File: src/rtl/clnw_pkg.sv
// shared types, constants and helpers for the character lcd nibble writer
`default_nettype none

package clnw_pkg;

    localparam int WAIT_W      = 16;
    localparam int BYTE_W      = 8;
    localparam int NIB_W       = 4;
    localparam int STEP_W      = 4;
    localparam int CMD_IDX_W   = 3;
    localparam int CFG_IDX_W   = 2;
    localparam int QUEUE_DEPTH = 2;

    localparam logic [WAIT_W-1:0] POWER_UP_WAIT_RST    = 16'd45000;
    localparam logic [WAIT_W-1:0] SECOND_WAKE_WAIT_RST = 16'd5000;
    localparam logic [WAIT_W-1:0] THIRD_WAKE_WAIT_RST  = 16'd200;
    localparam logic [WAIT_W-1:0] CLEAR_HOME_WAIT_RST  = 16'd2000;
    localparam logic [WAIT_W-1:0] WAIT_MAX             = 16'hFFFF;

    localparam logic [BYTE_W-1:0] CLEAR_HOME_LIMIT = 8'h04;
    localparam logic [NIB_W-1:0]  WAKE_NIBBLE      = 4'h3;
    localparam logic [NIB_W-1:0]  FUNC_NIBBLE      = 4'h2;

    localparam logic [STEP_W-1:0] STEP_WAKE1      = 4'd0;
    localparam logic [STEP_W-1:0] STEP_WAKE2      = 4'd1;
    localparam logic [STEP_W-1:0] STEP_WAKE3      = 4'd2;
    localparam logic [STEP_W-1:0] STEP_FUNC4      = 4'd3;
    localparam logic [STEP_W-1:0] STEP_CMD_FIRST  = 4'd4;
    localparam logic [STEP_W-1:0] STEP_WRITE_LAST = 4'd1;
    localparam logic [STEP_W-1:0] STEP_INIT_LAST  = 4'd13;

    typedef enum logic [CFG_IDX_W-1:0] {
        REG_POWER_UP_WAIT    = 2'd0,
        REG_SECOND_WAKE_WAIT = 2'd1,
        REG_THIRD_WAKE_WAIT  = 2'd2,
        REG_CLEAR_HOME_WAIT  = 2'd3
    } cfg_idx_t;

    typedef struct packed {
        logic [WAIT_W-1:0] power_up_wait;
        logic [WAIT_W-1:0] second_wake_wait;
        logic [WAIT_W-1:0] third_wake_wait;
        logic [WAIT_W-1:0] clear_home_wait;
    } cfg_t;

    typedef struct packed {
        logic              is_init;
        logic [BYTE_W-1:0] byte_value;
        logic              is_data;
        logic              clear_home;
    } entry_t;

    function automatic logic [BYTE_W-1:0] init_cmd(input logic [CMD_IDX_W-1:0] idx);
        logic [BYTE_W-1:0] cmd;
        unique case (idx)
            3'd0:    cmd = 8'h28;
            3'd1:    cmd = 8'h08;
            3'd2:    cmd = 8'h01;
            3'd3:    cmd = 8'h0C;
            3'd4:    cmd = 8'h80;
            default: cmd = 8'h00;
        endcase
        return cmd;
    endfunction

endpackage

`default_nettype wire

File: src/rtl/char_lcd_nibble_writer_unit.sv
// top level of the character lcd nibble writer
//
// channel   dir  beat contents
// s_*       in   tdata: byte_value[7:0]; tuser: req_type, is_data
// m_*       out  tdata: nibble[3:0], wait_before_us[19:4], zero[23:20];
//                tuser: reg_select; tlast: last
// cfg_*     in   one 16-bit wait register per write
//
// one strobe beat per cycle from the sequencer while m_tready does not stall it: a write
// sends two strobes, an init fourteen; the step counter in the back part sets this
// front register and queue let requests arrive while strobes are still going out
// a stalled m_tready holds the output beat; input keeps flowing until the queue fills
// reset clears the queue, the pending wait and the waits to their defaults
`default_nettype none

module char_lcd_nibble_writer_unit #(
    parameter int QUEUE_DEPTH = clnw_pkg::QUEUE_DEPTH
) (
    input  wire logic                              clk,
    input  wire logic                              rst_n,
    input  wire logic                              s_tvalid,
    output      logic                              s_tready,
    input  wire logic [7:0]                        s_tdata,   // byte_value
    input  wire logic [1:0]                        s_tuser,   // req_type, is_data
    output      logic                              m_tvalid,
    input  wire logic                              m_tready,
    output      logic [23:0]                       m_tdata,   // nibble, wait_before_us
    output      logic                              m_tuser,   // reg_select
    output      logic                              m_tlast,
    input  wire logic                              cfg_we,
    input  wire logic [clnw_pkg::CFG_IDX_W-1:0]    cfg_index,
    input  wire logic [clnw_pkg::WAIT_W-1:0]       cfg_wdata
);

    clnw_pkg::cfg_t   cfg;
    clnw_pkg::entry_t push_entry;
    clnw_pkg::entry_t head_entry;
    logic             push_valid;
    logic             push_ready;
    logic             head_valid;
    logic             pop;

    clnw_cfg u_cfg (
        .clk       (clk),
        .rst_n     (rst_n),
        .cfg_we    (cfg_we),
        .cfg_index (cfg_index),
        .cfg_wdata (cfg_wdata),
        .cfg       (cfg)
    );

    clnw_front u_front (
        .clk        (clk),
        .rst_n      (rst_n),
        .s_tvalid   (s_tvalid),
        .s_tready   (s_tready),
        .s_tdata    (s_tdata),
        .s_tuser    (s_tuser),
        .push_valid (push_valid),
        .push_ready (push_ready),
        .push_entry (push_entry)
    );

    clnw_queue #(
        .DEPTH (QUEUE_DEPTH)
    ) u_queue (
        .clk        (clk),
        .rst_n      (rst_n),
        .push_valid (push_valid),
        .push_ready (push_ready),
        .push_entry (push_entry),
        .head_valid (head_valid),
        .pop        (pop),
        .head_entry (head_entry)
    );

    clnw_back u_back (
        .clk        (clk),
        .rst_n      (rst_n),
        .cfg        (cfg),
        .head_valid (head_valid),
        .head_entry (head_entry),
        .pop        (pop),
        .m_tvalid   (m_tvalid),
        .m_tready   (m_tready),
        .m_tdata    (m_tdata),
        .m_tuser    (m_tuser),
        .m_tlast    (m_tlast)
    );

endmodule

`default_nettype wire

File: src/rtl/clnw_cfg.sv
// configuration registers for the wait times
`default_nettype none

module clnw_cfg (
    input  wire logic                                 clk,
    input  wire logic                                 rst_n,
    input  wire logic                                 cfg_we,
    input  wire logic [clnw_pkg::CFG_IDX_W-1:0]       cfg_index,
    input  wire logic [clnw_pkg::WAIT_W-1:0]          cfg_wdata,
    output clnw_pkg::cfg_t                            cfg
);

    clnw_pkg::cfg_t cfg_reg;
    clnw_pkg::cfg_t cfg_next;

    always_comb
    begin
        cfg_next = cfg_reg;
        if (cfg_we)
        begin
            unique case (clnw_pkg::cfg_idx_t'(cfg_index))
                clnw_pkg::REG_POWER_UP_WAIT:    cfg_next.power_up_wait    = cfg_wdata;
                clnw_pkg::REG_SECOND_WAKE_WAIT: cfg_next.second_wake_wait = cfg_wdata;
                clnw_pkg::REG_THIRD_WAKE_WAIT:  cfg_next.third_wake_wait  = cfg_wdata;
                clnw_pkg::REG_CLEAR_HOME_WAIT:  cfg_next.clear_home_wait  = cfg_wdata;
                default:                        cfg_next = cfg_reg;
            endcase
        end
    end

    always_ff @(posedge clk or negedge rst_n)
    begin
        if (!rst_n)
        begin
            cfg_reg.power_up_wait    <= clnw_pkg::POWER_UP_WAIT_RST;
            cfg_reg.second_wake_wait <= clnw_pkg::SECOND_WAKE_WAIT_RST;
            cfg_reg.third_wake_wait  <= clnw_pkg::THIRD_WAKE_WAIT_RST;
            cfg_reg.clear_home_wait  <= clnw_pkg::CLEAR_HOME_WAIT_RST;
        end
        else
        begin
            cfg_reg <= cfg_next;
        end
    end

    assign cfg = cfg_reg;

endmodule

`default_nettype wire

File: src/rtl/clnw_front.sv
// input stage: takes request beats and classifies them for the queue
`default_nettype none

module clnw_front (
    input  wire logic                            clk,
    input  wire logic                            rst_n,
    input  wire logic                            s_tvalid,
    output      logic                            s_tready,
    input  wire logic [clnw_pkg::BYTE_W-1:0]     s_tdata,
    input  wire logic [1:0]                      s_tuser,
    output      logic                            push_valid,
    input  wire logic                            push_ready,
    output clnw_pkg::entry_t                     push_entry
);

    logic             valid_reg;
    logic             valid_next;
    clnw_pkg::entry_t entry_reg;
    clnw_pkg::entry_t entry_next;

    assign s_tready = !valid_reg || push_ready;

    always_comb
    begin
        entry_next            = entry_reg;
        valid_next            = valid_reg;
        if (s_tready)
        begin
            valid_next            = s_tvalid;
            entry_next.is_init    = s_tuser[0];
            entry_next.is_data    = s_tuser[1];
            entry_next.byte_value = s_tdata;
            // clear display or cursor home instruction
            entry_next.clear_home = !s_tuser[0] && !s_tuser[1]
                                    && (s_tdata < clnw_pkg::CLEAR_HOME_LIMIT);
        end
    end

    always_ff @(posedge clk or negedge rst_n)
    begin
        if (!rst_n)
        begin
            valid_reg <= 1'b0;
        end
        else
        begin
            valid_reg <= valid_next;
        end
    end

    always_ff @(posedge clk)
    begin
        entry_reg <= entry_next;
    end

    assign push_valid = valid_reg;
    assign push_entry = entry_reg;

endmodule

`default_nettype wire

File: src/rtl/clnw_queue.sv
// short request queue between the front and back parts
`default_nettype none

module clnw_queue #(
    parameter int DEPTH = clnw_pkg::QUEUE_DEPTH
) (
    input  wire logic             clk,
    input  wire logic             rst_n,
    input  wire logic             push_valid,
    output      logic             push_ready,
    input  wire clnw_pkg::entry_t push_entry,
    output      logic             head_valid,
    input  wire logic             pop,
    output clnw_pkg::entry_t      head_entry
);

    localparam int PW = $clog2(DEPTH);
    localparam int CW = $clog2(DEPTH + 1);

    clnw_pkg::entry_t entries_reg [DEPTH];
    logic [PW-1:0]    wr_ptr_reg;
    logic [PW-1:0]    wr_ptr_next;
    logic [PW-1:0]    rd_ptr_reg;
    logic [PW-1:0]    rd_ptr_next;
    logic [CW-1:0]    count_reg;
    logic [CW-1:0]    count_next;
    logic             do_push;
    logic             do_pop;

    assign push_ready = (count_reg != CW'(DEPTH));
    assign head_valid = (count_reg != '0);
    assign head_entry = entries_reg[rd_ptr_reg];
    assign do_push    = push_valid && push_ready;
    assign do_pop     = pop && head_valid;

    always_comb
    begin
        wr_ptr_next = wr_ptr_reg;
        rd_ptr_next = rd_ptr_reg;
        count_next  = count_reg;
        if (do_push)
        begin
            wr_ptr_next = (wr_ptr_reg == PW'(DEPTH - 1)) ? '0 : wr_ptr_reg + 1'b1;
        end
        if (do_pop)
        begin
            rd_ptr_next = (rd_ptr_reg == PW'(DEPTH - 1)) ? '0 : rd_ptr_reg + 1'b1;
        end
        if (do_push && !do_pop)
        begin
            count_next = count_reg + 1'b1;
        end
        else if (do_pop && !do_push)
        begin
            count_next = count_reg - 1'b1;
        end
    end

    always_ff @(posedge clk or negedge rst_n)
    begin
        if (!rst_n)
        begin
            wr_ptr_reg <= '0;
            rd_ptr_reg <= '0;
            count_reg  <= '0;
        end
        else
        begin
            wr_ptr_reg <= wr_ptr_next;
            rd_ptr_reg <= rd_ptr_next;
            count_reg  <= count_next;
        end
    end

    always_ff @(posedge clk)
    begin
        if (do_push)
        begin
            entries_reg[wr_ptr_reg] <= push_entry;
        end
    end

endmodule

`default_nettype wire

File: src/rtl/clnw_back.sv
// strobe sequencer with pending wait and output register
`default_nettype none

module clnw_back (
    input  wire logic                          clk,
    input  wire logic                          rst_n,
    input  wire clnw_pkg::cfg_t                cfg,
    input  wire logic                          head_valid,
    input  wire clnw_pkg::entry_t              head_entry,
    output      logic                          pop,
    output      logic                          m_tvalid,
    input  wire logic                          m_tready,
    output      logic [23:0]                   m_tdata,
    output      logic                          m_tuser,
    output      logic                          m_tlast
);

    logic [clnw_pkg::STEP_W-1:0]    step_reg;
    logic [clnw_pkg::STEP_W-1:0]    step_next;
    logic [clnw_pkg::WAIT_W-1:0]    pending_reg;
    logic [clnw_pkg::WAIT_W-1:0]    pending_next;
    logic                           out_valid_reg;
    logic                           out_valid_next;
    logic [clnw_pkg::NIB_W-1:0]     out_nib_reg;
    logic [clnw_pkg::NIB_W-1:0]     out_nib_next;
    logic [clnw_pkg::WAIT_W-1:0]    out_wait_reg;
    logic [clnw_pkg::WAIT_W-1:0]    out_wait_next;
    logic                           out_rs_reg;
    logic                           out_rs_next;
    logic                           out_last_reg;
    logic                           out_last_next;

    logic                           adv;
    logic                           fire;
    logic                           is_last;
    logic [clnw_pkg::WAIT_W:0]      first_sum;
    logic [clnw_pkg::WAIT_W-1:0]    first_wait;
    logic [clnw_pkg::STEP_W-1:0]    cmd_step;
    logic [clnw_pkg::BYTE_W-1:0]    cmd;
    logic [clnw_pkg::NIB_W-1:0]     nib;
    logic [clnw_pkg::WAIT_W-1:0]    wait_us;
    logic                           rs;
    logic [clnw_pkg::WAIT_W-1:0]    pend_upd;

    assign adv     = !out_valid_reg || m_tready;
    assign fire    = head_valid && adv;
    assign is_last = head_entry.is_init ? (step_reg == clnw_pkg::STEP_INIT_LAST)
                                        : (step_reg == clnw_pkg::STEP_WRITE_LAST);
    assign pop     = fire && is_last;

    assign first_sum  = {1'b0, cfg.power_up_wait} + {1'b0, pending_reg};
    assign first_wait = first_sum[clnw_pkg::WAIT_W] ? clnw_pkg::WAIT_MAX
                                                    : first_sum[clnw_pkg::WAIT_W-1:0];
    assign cmd_step   = step_reg - clnw_pkg::STEP_CMD_FIRST;
    assign cmd        = clnw_pkg::init_cmd(cmd_step[clnw_pkg::STEP_W-1:1]);

    always_comb
    begin
        nib      = '0;
        wait_us  = '0;
        rs       = 1'b0;
        pend_upd = pending_reg;
        if (!head_entry.is_init)
        begin
            rs = head_entry.is_data;
            if (step_reg == '0)
            begin
                nib     = head_entry.byte_value[7:4];
                wait_us = pending_reg;
            end
            else
            begin
                nib      = head_entry.byte_value[3:0];
                pend_upd = head_entry.clear_home ? cfg.clear_home_wait : '0;
            end
        end
        else
        begin
            priority if (step_reg == clnw_pkg::STEP_WAKE1)
            begin
                nib     = clnw_pkg::WAKE_NIBBLE;
                wait_us = first_wait;
            end
            else if (step_reg == clnw_pkg::STEP_WAKE2)
            begin
                nib     = clnw_pkg::WAKE_NIBBLE;
                wait_us = cfg.second_wake_wait;
            end
            else if (step_reg == clnw_pkg::STEP_WAKE3)
            begin
                nib     = clnw_pkg::WAKE_NIBBLE;
                wait_us = cfg.third_wake_wait;
            end
            else if (step_reg == clnw_pkg::STEP_FUNC4)
            begin
                nib      = clnw_pkg::FUNC_NIBBLE;
                pend_upd = '0;
            end
            else if (!cmd_step[0])
            begin
                nib     = cmd[7:4];
                wait_us = pending_reg;
            end
            else
            begin
                nib      = cmd[3:0];
                pend_upd = (cmd < clnw_pkg::CLEAR_HOME_LIMIT) ? cfg.clear_home_wait : '0;
            end
        end
    end

    always_comb
    begin
        step_next      = step_reg;
        pending_next   = pending_reg;
        out_valid_next = out_valid_reg;
        out_nib_next   = out_nib_reg;
        out_wait_next  = out_wait_reg;
        out_rs_next    = out_rs_reg;
        out_last_next  = out_last_reg;
        if (adv)
        begin
            out_valid_next = head_valid;
        end
        if (fire)
        begin
            step_next     = is_last ? '0 : step_reg + 1'b1;
            pending_next  = pend_upd;
            out_nib_next  = nib;
            out_wait_next = wait_us;
            out_rs_next   = rs;
            out_last_next = is_last;
        end
    end

    always_ff @(posedge clk or negedge rst_n)
    begin
        if (!rst_n)
        begin
            step_reg      <= '0;
            pending_reg   <= '0;
            out_valid_reg <= 1'b0;
        end
        else
        begin
            step_reg      <= step_next;
            pending_reg   <= pending_next;
            out_valid_reg <= out_valid_next;
        end
    end

    always_ff @(posedge clk)
    begin
        out_nib_reg  <= out_nib_next;
        out_wait_reg <= out_wait_next;
        out_rs_reg   <= out_rs_next;
        out_last_reg <= out_last_next;
    end

    assign m_tvalid = out_valid_reg;
    assign m_tdata  = {4'h0, out_wait_reg, out_nib_reg};
    assign m_tuser  = out_rs_reg;
    assign m_tlast  = out_last_reg;

endmodule

`default_nettype wire

File: config.mk
export PLATFORM = sky130hd
export DESIGN_NAME = char_lcd_nibble_writer_unit
export DESIGN_NICKNAME = d
export VERILOG_FILES = /design/src/rtl/clnw_pkg.sv /design/src/rtl/char_lcd_nibble_writer_unit.sv /design/src/rtl/clnw_cfg.sv /design/src/rtl/clnw_front.sv /design/src/rtl/clnw_queue.sv /design/src/rtl/clnw_back.sv
export SDC_FILE = /design/constraint.sdc
export NUM_CORES = 1
export LEC_CHECK = 0
export ABC_CLOCK_PERIOD_IN_PS = 3500
export BUFFER_PORTS_ARGS = -buffer_cell sky130_fd_sc_hd__clkbuf_2
export CAP_MARGIN = 10
export CORE_MARGIN = 2
export CORE_UTILIZATION = 59
export DETAILED_ROUTE_END_ITERATION = 16
export GPL_TIMING_DRIVEN = 0
export PLACE_DENSITY = 0.79
export SYNTH_ARGS = -nofsm -noshare
export SYNTH_HDL_FRONTEND = slang
export SYNTH_SLANG_ARGS = --single-unit
File: constraint.sdc
create_clock -name clk -period 3.5 [get_ports clk]
set_input_delay 0.175 -clock clk [delete_from_list [all_inputs] [get_ports clk]]
set_output_delay 0.175 -clock clk [all_outputs]
set_load 0.01 [all_outputs]
After elaboration in Yosys (flattened, before gate mapping)
Memories as Yosys holds them, arrays and structs flattened.
Cells that the tools add are included.
{ "totals": {"mem_bits_ro": 0, "register_bits": 123, "inputBits": 33, "ram_bits": 22, "latch_bits": 0, "n_memories": 1, "word_cells": 104, "output_inout_bits": 28} }
{ "op_classes": {"eq_ne": 15, "bitwise_logic": 1, "n_reduce_logical": 26, "muxes": 33, "addsub": 7, "multipliers": 0, "shift": 0, "order_cmp": 2, "div": 0} }
{ "mem_list": {"columns": ["memory", "words", "width", "rd", "rd_clocked_by_memory_dff", "wr", "line", "text"], "rows": [
  ["u_queue.entries_reg", 2, 11, 1, 0, 1, "clnw_queue.sv:20", "clnw_pkg::entry_t entries_reg [DEPTH];"]
]} }
{ "ops": {"columns": ["op", "n"], "rows": [
  ["16-bit two-way mux", 17],
  ["8-bit case mux with 5 select lines", 1],
  ["4-bit two-way mux", 8],
  ["16-bit by 16-bit adder with 17-bit output", 1],
  ["8-bit by 3-bit < comparator with 1-bit output, second input constant", 2],
  ["4-bit by 2-bit equality test with 1-bit output, second input constant", 2],
  ["1-bit logical AND", 8],
  ["2-bit AND reduction", 4],
  ["3-bit by 2-bit equality test with 1-bit output, second input constant", 2],
  ["1-bit logical NOT", 6],
  ["2-bit != test, second input constant", 3],
  ["1-bit two-way mux", 5],
  ["5-bit AND reduction", 1],
  ["4-bit by 1-bit adder with 4-bit output, second input constant", 1],
  ["2-bit equality test, second input constant", 2],
  ["4-bit by 1-bit equality test with 1-bit output, second input constant", 1],
  ["4-bit equality test, second input constant", 1],
  ["4-bit logical NOT", 1],
  ["2-bit two-way mux", 2],
  ["2-bit nonzero test", 2],
  ["4-bit by 3-bit subtractor with 4-bit output, second input constant", 1],
  ["3-bit by 1-bit equality test with 1-bit output, second input constant", 1],
  ["3-bit equality test, second input constant", 1],
  ["3-bit logical NOT", 1],
  ["other kinds (8)", 10]
]} }

Depth between registers and ports, before layout
{ "depth": {"ltp_word": 11, "ltp_mapped": 10, "depth_no_buf": 9} }

Cells and area by module
Synthesis repeated with hierarchy kept, for this count alone.
{ "hier_totals": {"cells_unflattened": 588, "hier_area_um2": 7086.8} }
{ "by_module_without_submodules": {"columns": ["mod", "seq_area_each_um2", "area_per_inst_um2", "cells_each", "n_inst"], "rows": [
  ["clnw_back", 1186.1, 3256.9, 383, 1],
  ["clnw_cfg", 1630.3, 2439.8, 136, 1],
  ["clnw_queue", 760.7, 1003.5, 52, 1],
  ["clnw_front", 355.3, 386.6, 17, 1]
]} }

Worst setup path before layout
OpenSTA, ideal clock, no wires.
{ "synth_timing": {"path_type": "register to register", "from": "register u_back.pending_reg[0] in the netlist's numbering", "to": "register u_back.out_wait_reg[14] in the netlist's numbering (data pin)", "t_arrival_ns": 2.307, "path_buffers": 0, "slack_ns": 0.928, "setup_ns": 0.265, "path_stages_with_launch": 9, "cell_sequence": "dfrtp_1 ha_1 fa_1 a21o_1 a221oi_4 a211oi_4 a2bb2oi_2 a22o_1 or3_1"} }
{ "synth_via": {"elab_chain_cells": 4} }
{ "synth_rtl": {"columns": ["item", "line", "text"], "rows": [
  ["start: declaration", "clnw_back.sv:20", "logic [clnw_pkg::WAIT_W-1:0] pending_reg;"],
  ["start signal: assignment", "clnw_back.sv:147", "pending_reg <= pending_next;"],
  ["16-bit by 16-bit adder with 17-bit output", "clnw_back.sv:51", "assign first_sum = {1'b0, cfg.power_up_wait} + {1'b0, pending_reg};"],
  ["16-bit two-way mux", "clnw_back.sv:52", "assign first_wait = first_sum[clnw_pkg::WAIT_W] ? clnw_pkg::WAIT_MAX"],
  ["16-bit two-way mux", "clnw_back.sv:79", "priority if (step_reg == clnw_pkg::STEP_WAKE1)"],
  ["16-bit two-way mux", "clnw_back.sv:63", "if (!head_entry.is_init)"],
  ["named net u_back.wait_us (one bit)", "clnw_back.sv:41", "logic [clnw_pkg::WAIT_W-1:0] wait_us;"],
  ["end signal: assignment", "clnw_back.sv:155", "out_wait_reg <= out_wait_next;"],
  ["end: declaration", "clnw_back.sv:26", "logic [clnw_pkg::WAIT_W-1:0] out_wait_reg;"]
]} }
The timed path passes the listed nets, and every way through them passes these cells.
A chain may end at the register's enable or synchronous reset.

Final worst setup path
{ "layout_timing": {"from": "register u_back.step_reg[0] in the netlist's numbering", "to": "register u_back.out_wait_reg[1] in the netlist's numbering (data pin)"} }
{ "layout_via": {"elab_chain_cells": 7} }
{ "layout_rtl": {"columns": ["item", "line", "text"], "rows": [
  ["start: declaration", "clnw_back.sv:18", "logic [clnw_pkg::STEP_W-1:0] step_reg;"],
  ["start signal: assignment", "clnw_back.sv:146", "step_reg <= step_next;"],
  ["4-bit by 3-bit subtractor with 4-bit output", "clnw_back.sv:54", "assign cmd_step = step_reg - clnw_pkg::STEP_CMD_FIRST;"],
  ["16-bit two-way mux", "clnw_back.sv:99", "else if (!cmd_step[0])"],
  ["16-bit two-way mux", "clnw_back.sv:94", "else if (step_reg == clnw_pkg::STEP_FUNC4)"],
  ["16-bit two-way mux", "clnw_back.sv:89", "else if (step_reg == clnw_pkg::STEP_WAKE3)"],
  ["16-bit two-way mux", "clnw_back.sv:84", "else if (step_reg == clnw_pkg::STEP_WAKE2)"],
  ["16-bit two-way mux", "clnw_back.sv:79", null],
  ["16-bit two-way mux (*)", "clnw_back.sv:63", null],
  ["named net u_back.wait_us (one bit)", "clnw_back.sv:41", null]
]} }
Mark *: on every way through the listed nets, which the timed path passes. The rest lies on a longest branch.

==> results.sh <==
export IMPL_finalPower_uw=7380
export IMPL_area_delta_synth_final_pct=17.2
export IMPL_cts_tree="built"
export IMPL_die_h_um=112
export IMPL_n_fill_cell=763
export IMPL_min_from="cfg_wdata[1]"
export IMPL_antenna_cells=0
export IMPL_num_rows=39
export IMPL_final_layout_size_suffix_gt1_frac=0.321
export IMPL_clk_latency_ns=0.42
export IMPL_largest_reg_flops=64
export IMPL_htreeDepth=4
export IMPL_synthFlopType="dfrtp_1"
export IMPL_ir_worst_vdd_v=0.000892
export IMPL_cp_top_family="buffers and inverters"
export IMPL_clock_root_buffer="clkbuf_16"
export IMPL_wl_per_cell_um=19.6
export IMPL_p_clk_frac=0.233
export IMPL_grt_pass1_wl_mm=25.4
export IMPL_routed_wl_mm=15.2
export IMPL_tightest_slew_ns=0.873
export IMPL_io_buffer_count=56
export IMPL_cp_arrival_ns=3.27
export IMPL_clock_skew_ns=0.00873
export IMPL_cp_common_cell="clkbuf_1"
export IMPL_worstSetupStartpointType="flop"
export IMPL_numClockSinks=145
export IMPL_max_slew_margin=0.416
export IMPL_grt_use_total=0.262
export IMPL_r2r_start="u_back.step_reg[0]"
export IMPL_synth_warnings=0
export IMPL_endpoint_kind="flop"
export IMPL_final_nets=676
export IMPL_drt_pass1_iterations=7
export IMPL_grt_pass1_vias=4943
export IMPL_seq_power_share=0.373
export IMPL_place_congestion=0.920
export IMPL_sw_frac_of_total=0.374
export IMPL_synth_seq_cells=145
export IMPL_die_x_um=112
export IMPL_hold_violations=0
export IMPL_core_area_um2=11400
export IMPL_pin_count=61
export IMPL_rrSetupSlack_ns=0.44
export IMPL_final_area_um2=8060
export IMPL_setup_violations=0
export IMPL_power_per_cell_area_nw_per_um2=915
export IMPL_clk_path_buf_depth=2
export IMPL_avgSynthCellArea_um2=13.0
export IMPL_final_cells=775
export IMPL_postPlaceCellArea_um2=7380
export IMPL_p_sw_uw=2760
export IMPL_ff2ff_path_depth=8
export IMPL_synth_top_area_frac=0.244
export IMPL_intPower_uw=4620
export IMPL_hp_class="input port to flop"
export IMPL_initial_core_util=0.602
export IMPL_async_flop_share=0.621
export IMPL_p_leak_uw=0.00336
export IMPL_overflow=0
export IMPL_p_comb_frac=0.395
export IMPL_ant_nets=0
export IMPL_synth_top_area_cell="dfrtp_1"
export IMPL_vias=4713
export IMPL_synth_area_leaders="dfrtp_1 24%, edfxtp_1 24%, mux2_2 11%, dfstp_2 8.8%, ha_1 4.2%"
export IMPL_die_area_um2=12500
export IMPL_min_period_ns=3.06
export IMPL_drc_errors=0
export IMPL_fin_tns_setup_ns=0
export IMPL_path_buf_inv=3
export IMPL_post_cts_resized=0
export IMPL_critPathRequiredTime_ns=3.71
export IMPL_viasPerCell=6.08
export IMPL_drv_cap=0
export IMPL_path_clk_slew_ns=0.06
export IMPL_min_period_over_period=0.873
export IMPL_netlist_area_um2=6880
export IMPL_crit_slowest_cell="clkbuf_1"
export IMPL_ys_types=64
export IMPL_ys_seq_area_frac=0.572
export IMPL_first_iter_violations=392
export IMPL_run_status="completed"
export IMPL_hold_end="u_cfg.cfg[33]"
export IMPL_place_inst=731
export IMPL_r2r_end="u_back.out_wait_reg[1]"
export IMPL_max_freq_mhz=327
export IMPL_synthesis_instances=528
export IMPL_dpl_hpwl_mm=10.1
export IMPL_crit_path_cell_trace="clkbuf_1 > inv_1 > ha_1 > o21a_1 > nor2_1 > clkbuf_1 > a221oi_1 > o31ai_1"
export IMPL_numCtsBuffers=17
export IMPL_grt_max_degree=71
export IMPL_critical_path_max_stage_delay_ns=0.52
export IMPL_synth_edf_count=55
export IMPL_hold_path_depth=2
export IMPL_grt_setup_unrepaired="no"
export IMPL_crit_type="flop to flop"
export IMPL_path_max_fanout=10
export IMPL_slew_viol_final=0
export IMPL_antenna_found_initial=0
per-layer routing:
layer | up-vias | wire (µm) | track usage
met5 | - | 0 | 0
met4 | 0 | 313 | 0.106
met3 | 23 | 952 | 0.0697
met2 | 171 | 7650 | 0.418
met1 | 2352 | 6290 | 0.347
li1 | 2167 | - | -
layout by cell type, fill, tap and decap left out, types with 6 or more instances in the layout:
master         Yosys  final
dlygate4sd3_1      0     12
clkbuf_2           0     55
xor2_1             7      7
nand2_1           38     38
edfxtp_1          55     55
ha_1              23     23
o21ai_0           31     31
mux2_2            65     65
dfrtp_1           67     67
dfstp_2           23     23
xnor2_1            7      7
nand3_1            6      6
buf_4              6      6
o31ai_1           11     11
inv_1             12     12
clkbuf_1          14     15
nor2_1            30     30
a21oi_1           17     17
a22o_1            18     18
clkbuf_16          0     17
a221oi_1          13     13
power by group through the flow:
stage | Combinational [µW] | Clock [µW] | Sequential (µW)
finish | 2910 | 1720 | 2750
global route | 3180 | 1810 | 2820
CTS | 2890 | 1730 | 2750
detailed placement | 2850 | 0 | 2770
global placement | 2750 | 0 | 2740
floorplan | 2010 | 0 | 2760
worst max path at each step:
stage,start,end,slack [ns],cells past startpoint
after floorplan,u_back.pending_reg[0],u_back.out_wait_reg[14],0.93,8
after global placement,u_back.step_reg[0],u_back.out_wait_reg[1],0.63,8
after detailed placement,u_back.step_reg[0],u_back.out_wait_reg[1],0.58,8
after CTS,u_back.step_reg[0],u_back.out_wait_reg[1],0.48,8
after global routing,u_back.step_reg[0],u_back.out_wait_reg[7],0.30,8
final,u_back.step_reg[0],u_back.out_wait_reg[1],0.44,8
timing repair:
item                                   CTS  global route
hold buffers                            12             0
buffers inserted                         0             0
endpoints found under the hold margin   31             0
kinds of logic after synthesis:
logic type	synth area share
DFF	0.572
AOI/OAI and AO/OA	0.141
and+or+nand+nor	0.0733
muxes	0.125
buffers and inverters	0.0253
adders and majority gates	0.0447
xor gates and xnor gates	0.0178
other	0.000545
cell type report:
cell class,instances,area [µm²],area share
Buffer,23,125,0.0155
Timing Repair Buffer,69,430,0.0534
Clock inverter,14,134,0.0166
Inverter,13,48.8,0.00605
Tap cell,143,179,0.0222
Clock buffer,18,429,0.0532
Sequential cell,145,3930,0.488
Multi-Input combinational cell,350,2780,0.345
worst reg2reg max path, stage by stage (launching register included):
cell,delay [ns]
dfrtp_1,0.38
clkbuf_1,0.31
inv_1,0.12
ha_1,0.27
o21a_1,0.20
nor2_1,0.51
clkbuf_1,0.53
a221oi_1,0.19
o31ai_1,0.35
per-stage QoR:
| stage | hold slack [ns] | setup slack, ns | utilization |
|---|---|---|---|
| after floorplan | -0.121 | 0.928 | - |
| after global placement | 0.351 | 0.628 | 0.644 |
| after detailed placement | 0.128 | 0.580 | 0.646 |
| after CTS | 0.0249 | 0.482 | 0.706 |
| after global routing | 0.0268 | 0.299 | 0.706 |
| final | 0.0325 | 0.445 | 0.706 |
synth_stat cells (2+ instances only):
master / number
dfrtp_1: 67
ha_1: 23
a22o_1: 18
mux2_2: 65
nor2_1: 30
a21o_1: 3
nand2b_1: 4
nand2_1: 38
nand4b_1: 2
nand3b_1: 3
xnor2_1: 7
o31ai_2: 2
mux4_2: 4
o21ai_0: 31
a31oi_1: 3
dfstp_2: 23
and3_1: 4
buf_6: 2
a22oi_1: 4
buf_4: 6
nor3_1: 4
a221oi_1: 13
or3_1: 2
a21oi_1: 17
nand3_1: 6
a211oi_4: 2
or2_2: 2
xor2_1: 7
a211o_1: 2
clkbuf_1: 14
inv_1: 12
nor3b_1: 2
o211ai_1: 4
o21a_1: 4
edfxtp_1: 55
mux2i_1: 4
or4_1: 2
o31ai_1: 11
Power figures use the tool's default switching activity.
